==> config.mk <==
export PLATFORM = sky130hd
export DESIGN_NAME = tlfsa_cell
export DESIGN_NICKNAME = d
export VERILOG_FILES = /design/src/tlfsa_pkg.sv /design/src/tlfsa_cell.sv
export SDC_FILE = /design/constraint.sdc
export NUM_CORES = 1
export LEC_CHECK = 0
export BUFFER_PORTS_ARGS = -buffer_cell sky130_fd_sc_hd__buf_2
export CORE_ASPECT_RATIO = 2
export CORE_UTILIZATION = 54
export DETAILED_ROUTE_END_ITERATION = 16
export PLACE_DENSITY = 0.89
export SLEW_MARGIN = 20
export SYNTH_ARGS = -nofsm -noshare
export SYNTH_HDL_FRONTEND = slang
export SYNTH_SLANG_ARGS = --single-unit
==> constraint.sdc <==
create_clock -name clk_i -period 6.83 [get_ports clk_i]
set_input_delay 1.0245 -clock clk_i [delete_from_list [all_inputs] [get_ports clk_i]]
set_output_delay 1.0245 -clock clk_i [all_outputs]
set_load 0.01 [all_outputs]
==> src/tlfsa_pkg.sv <==
package tlfsa_pkg;

  localparam int MaxServers = 128;

  localparam int ArrW   = 20;
  localparam int NeedW  = 8;
  localparam int HoldW  = 10;
  localparam int CfgW   = 8;
  localparam int SumW   = 14;
  localparam int BusyW  = 21;
  localparam int CntW   = $clog2(MaxServers + 1);

  localparam logic [CfgW-1:0] ServerCountRst = CfgW'(128);

  typedef struct packed {
    logic [ArrW-1:0]  arrival_time;
    logic [NeedW-1:0] needed_count;
    logic [HoldW-1:0] hold_time;
  } req_t;

  typedef struct packed {
    logic            granted;
    logic [SumW-1:0] id_sum;
  } res_t;

  // token walking down the cell chain
  typedef struct packed {
    logic             valid;
    logic             alloc;     // 0: counting pass, 1: allocation pass
    logic [NeedW-1:0] need_left;
    logic [CntW-1:0]  act_left;  // active servers not yet visited
    logic [CntW-1:0]  pos;       // zero-based number of the next cell
    logic [SumW-1:0]  sum;
  } tok_t;

endpackage

==> src/tlfsa_cell.sv <==
module tlfsa_cell (
  input  logic                       clk_i,
  input  logic                       rst_ni,
  input  tlfsa_pkg::tok_t            tok_i,
  input  logic [tlfsa_pkg::ArrW-1:0]  now_i,
  input  logic [tlfsa_pkg::BusyW-1:0] busy_val_i,
  output tlfsa_pkg::tok_t            tok_o
);

  logic [tlfsa_pkg::BusyW-1:0] busy_q, busy_d;
  tlfsa_pkg::tok_t             tok_q, tok_d;
  logic                        free, live, hit;
  logic [tlfsa_pkg::CntW-1:0]  pos_nx;

  always_comb begin
    free   = busy_q <= tlfsa_pkg::BusyW'(now_i);
    live   = tok_i.act_left != '0;
    hit    = tok_i.valid && free && live && (tok_i.need_left != '0);
    pos_nx = tok_i.pos + 1'b1;

    tok_d     = tok_i;
    tok_d.pos = pos_nx;
    if (live) begin
      tok_d.act_left = tok_i.act_left - 1'b1;
    end
    if (hit) begin
      tok_d.need_left = tok_i.need_left - 1'b1;
    end
    if (hit && tok_i.alloc) begin
      // server number is one-based
      tok_d.sum = tok_i.sum + tlfsa_pkg::SumW'(pos_nx);
    end

    busy_d = (hit && tok_i.alloc) ? busy_val_i : busy_q;
  end

  always_ff @(posedge clk_i or negedge rst_ni) begin
    if (!rst_ni) begin
      busy_q      <= '0;
      tok_q.valid <= 1'b0;
    end else begin
      busy_q <= busy_d;
      tok_q  <= tok_d;
    end
  end

  assign tok_o = tok_q;

endmodule

; Word level (Yosys, flattened, before mapping)
; Index checks and enable logic that the tools add are counted.
[word_totals]
reg_bits = 61
inputBits = 83
word_cells = 21
[classes]
n_addsub = 4
n_lt_le_gt_ge = 1
mux = 3
n_reduce_logical = 6
[ops]
columns = op, count
row1 = $le A21 B20 Y1, 1
row2 = $mux W8, 2
row3 = $reduce_bool A8 Y1, 2
row4 = $sub A8 B1 Y8 const B, 2
row5 = $add A14 B8 Y14, 1
row6 = $mux W14, 1
row7 = $add A8 B1 Y8 const B, 1
row8 = $logic_and A1 B1 Y1, 4

; Longest topological paths before layout
[logic_depth]
ltp_word = 6
depth_mapped = 11
mapped_depth_nobuf = 10

; Worst setup path after synthesis
; Ideal clock, no wire load.
[synth_path]
path_kind = input port to flip-flop
from = input now_i[18] (netlist name)
to = register tok_q, in the netlist tok_o[12] (data pin)
setup_ns = 0.258
arrival_ns = 3.161
t_required_ns = 6.572
slack_ns = 3.412
cell_stages = 9
path_buffers = 0
cell_sequence = inv_1 > ha_1 > a21o_1 > a211o_1 > a221oi_2 > a31oi_1 > or3b_4 > or4b_4 > xnor2_2
[synth_rtl]
columns = item, line_no
row1 = from (decl), tlfsa_cell.sv:5  ; input logic [tlfsa_pkg::ArrW-1:0] now_i,
row2 = to (signal assigned), tlfsa_cell.sv:43  ; tok_q <= tok_d;
row3 = to (decl), tlfsa_cell.sv:11  ; tlfsa_pkg::tok_t tok_q, tok_d;

==> qor.yml <==
relSlewSlack_pct: 49.0
grt_max_degree: 62
grt_pass1_wl_um: 11900
critPathMaxStageDelay_ns: 0.63
ctsHoldBuffers: 0
root_buffer: "clkbuf_16"
drtAntennaViolNets: 0
synth_top_area_share_pct: 33.7
htreeDepth: 3
p_leak_nw: 2.10
cts.sinks: 61
fmax_mhz: 280
synth_cell_type_count: 43
synth_top_cell_by_area: "edfxtp_1"
hpwl_um: 5980
period_minus_slack_ns: 3.58
grt_use_total_pct: 23.8
fill_cells: 468
yosysWarnings: 0
tightest_slew_ns: 0.765
hp-class: "reg -> reg"
synth_area_leaders: "edfxtp_1 34%, dfrtp_1 16%, ha_1 12%"
finalSetupViolations: 0
postCtsSetupRepairBufs: 0
path_clk_slew_ns: 0.05
critPathArrivalTime_ns: 3.64
drive_above_1_share_pct: 34.2
die_x_um: 58.8
worst-path-buf-inv: 2
maxCapViolations: 0
status: "finished clean"
cp_top_family: "simple AND/OR/NAND/NOR gates"
fin_skew_ns: 0.00584
clk_path_buf_depth: 2
port_buffers: 122
avgSynthCellArea_um2: 11.7
gp_congestion: 0.779
grt_setup_unrepaired: "false"
grt-ovfl-total: 0
ys_ff_latch: 61
critPathKind: "in -> reg"
crit_path_end_kind: "flop"
tritoncts: "done"
fp.coreArea_um2: 6260
vias: 2754
cts_buffers: 9
final_net_count: 545
hold_viol: 0
drc: 0
viasPerCell: 5.31
diodes: 0
start_util_pct: 55.6
fin_crit_sh_pct: 52.4
routed_wl_um: 7590
critPathSlowestCell: "or3b_4"
syn-num-nets: 415
critPathLaunchType: "input pin"
drv_slew: 0
wl_per_cell_um: 14.6
post_cts_resized: 0
die_h_um: 116
crit_fanout: 39
area.growth.synth_to_final_pct: 27.7
ir_drop_uv: 159
tns_ns: 0
die_area_um2: 6790
antenna_found_initial: 0
synth_cells: 298
rows: 41
ys_seq_area_share_pct: 49.5
reg2reg_slack_ns: 3.70
final_util_pct: 71.0
clock_latency_ns: 0.32
cp.required_ns: 6.90
ios: 123
dr.pass1.iters: 4
synth_area_um2: 3480
cp_cell_sequence: "buf_2, inv_1, ha_1, a21o_1, a211o_1, a221oi_2, a31oi_1, or3b_4, or4b_4, xnor2_2"
grt_pass1_vias: 2789
power_density_nw_per_um2: 286
drt_iter0_drc: 115
==> cells in the mapped netlist (all sizes together) <==
| library cell | n |
|---|---|
| nor3b | 1 |
| xnor2 | 19 |
| a31oi | 2 |
| ha | 33 |
| and4 | 1 |
| or3b | 2 |
| or4b | 1 |
| nor3 | 10 |
| nor4 | 5 |
| dfrtp | 22 |
| o31ai | 1 |
| a211o | 1 |
| buf | 3 |
| nand2b | 2 |
| o21ai | 16 |
| nor2 | 15 |
| o2bb2ai | 1 |
| nand3b | 2 |
| nand2 | 20 |
| mux2 | 22 |
| a21o | 6 |
| nand3 | 11 |
| a221oi | 1 |
| mux2i | 1 |
| clkbuf | 1 |
| edfxtp | 39 |
| and3 | 3 |
| a31o | 1 |
| inv | 27 |
| xor2 | 9 |
| or3 | 1 |
| nand4 | 4 |
| a211oi | 2 |
| o21bai | 1 |
| nand4b | 1 |
| a21oi | 10 |
| fa | 1 |
==> stage by stage <==
stage	area, um2	total power, mW	hold slack (ns)	cells	worst slack [ns]
3_3_place_gp	4180	0.853	0.480	503	2.98
6_report	4440	1.27	0.498	519	3.25
4_1_cts	4440	1.28	0.501	519	3.27
2_1_floorplan	3480	0.756	0.458	298	3.41
3_5_place_dp	4180	0.880	0.490	503	2.94
5_1_grt	4440	1.35	0.510	519	3.14
==> layer usage <==
| layer | GRT usage [%] | part of all wire [%] | vias up |
|---|---|---|---|
| met1 | 23.6 | 35 | 1293 |
| met2 | 43.6 | 56 | 102 |
| met3 | 5.13 | 5.1 | 26 |
| met5 | 0 | 0 | - |
| met4 | 14.0 | 4.0 | 0 |
| li1 | - | - | 1333 |
==> report_power, final <==
| part | internal [mW] | leakage, nW | switching (mW) |
|---|---|---|---|
| Clock | 0.254 | 0.131 | 0.143 |
| Combinational | 0.166 | 1.33 | 0.179 |
| Sequential | 0.485 | 0.643 | 0.0419 |
==> cells by family after synthesis <==
family / after synthesis / share of synthesized area [%]
XOR/XNOR: 28 / 7.27
AO/OA/AOI/OAI: 42 / 7.45
adder cells (fa/ha/maj): 34 / 12.4
flip-flops: 61 / 49.5
buffers and inverters: 31 / 3.63
multiplexers: 23 / 7.41
AND/OR/NAND/NOR: 79 / 12.3
==> area by class of cell <==
class | instances | area (um2) | area share, %
clock buffers | 14 | 254 | 5.72
clock inverters | 2 | 10.0 | 0.225
inverters | 27 | 101 | 2.28
multi-input cells | 206 | 1630 | 36.7
flip-flops and latches | 61 | 1720 | 38.7
well taps | 86 | 108 | 2.42
repair buffers | 123 | 618 | 13.9
==> registers in the layout, indices dropped and copies added (netlist names) <==
| name | count |
|---|---|
| busy_q | 21 |
| tok_o | 40 |
==> final timing paths <==
path	startpoint	to	depth (start not counted)
hold reg to reg	busy_q[9]$_DFFE_PN0P_	busy_q[9]$_DFFE_PN0P_	1
setup reg to reg	busy_q[18]$_DFFE_PN0P_	tok_o[12]$_DFFE_PP_	8
setup / recovery	now_i[18]	tok_o[12]$_DFFE_PP_	10
min in group asynchronous	rst_ni	tok_o[39]$_DFF_PN0_	2
hold / removal	busy_q[9]$_DFFE_PN0P_	busy_q[9]$_DFFE_PN0P_	1
max in group asynchronous	rst_ni	busy_q[16]$_DFFE_PN0P_	2
==> placed cells by master (no fill, tap or decap), types with 6 or more instances in the layout <==
cell	netlist	routed
clkbuf_16	0	9
nor2_1	15	15
inv_1	27	27
a21oi_1	10	10
nand2_1	20	20
xor2_1	9	9
dfrtp_1	22	22
nand3_1	11	11
edfxtp_1	39	39
a21o_1	6	6
ha_1	33	33
o21ai_0	16	16
xnor2_1	18	18
nor3_1	9	9
mux2_1	18	18
buf_2	2	122
Note: power is estimated with default switching activity, not from simulation.
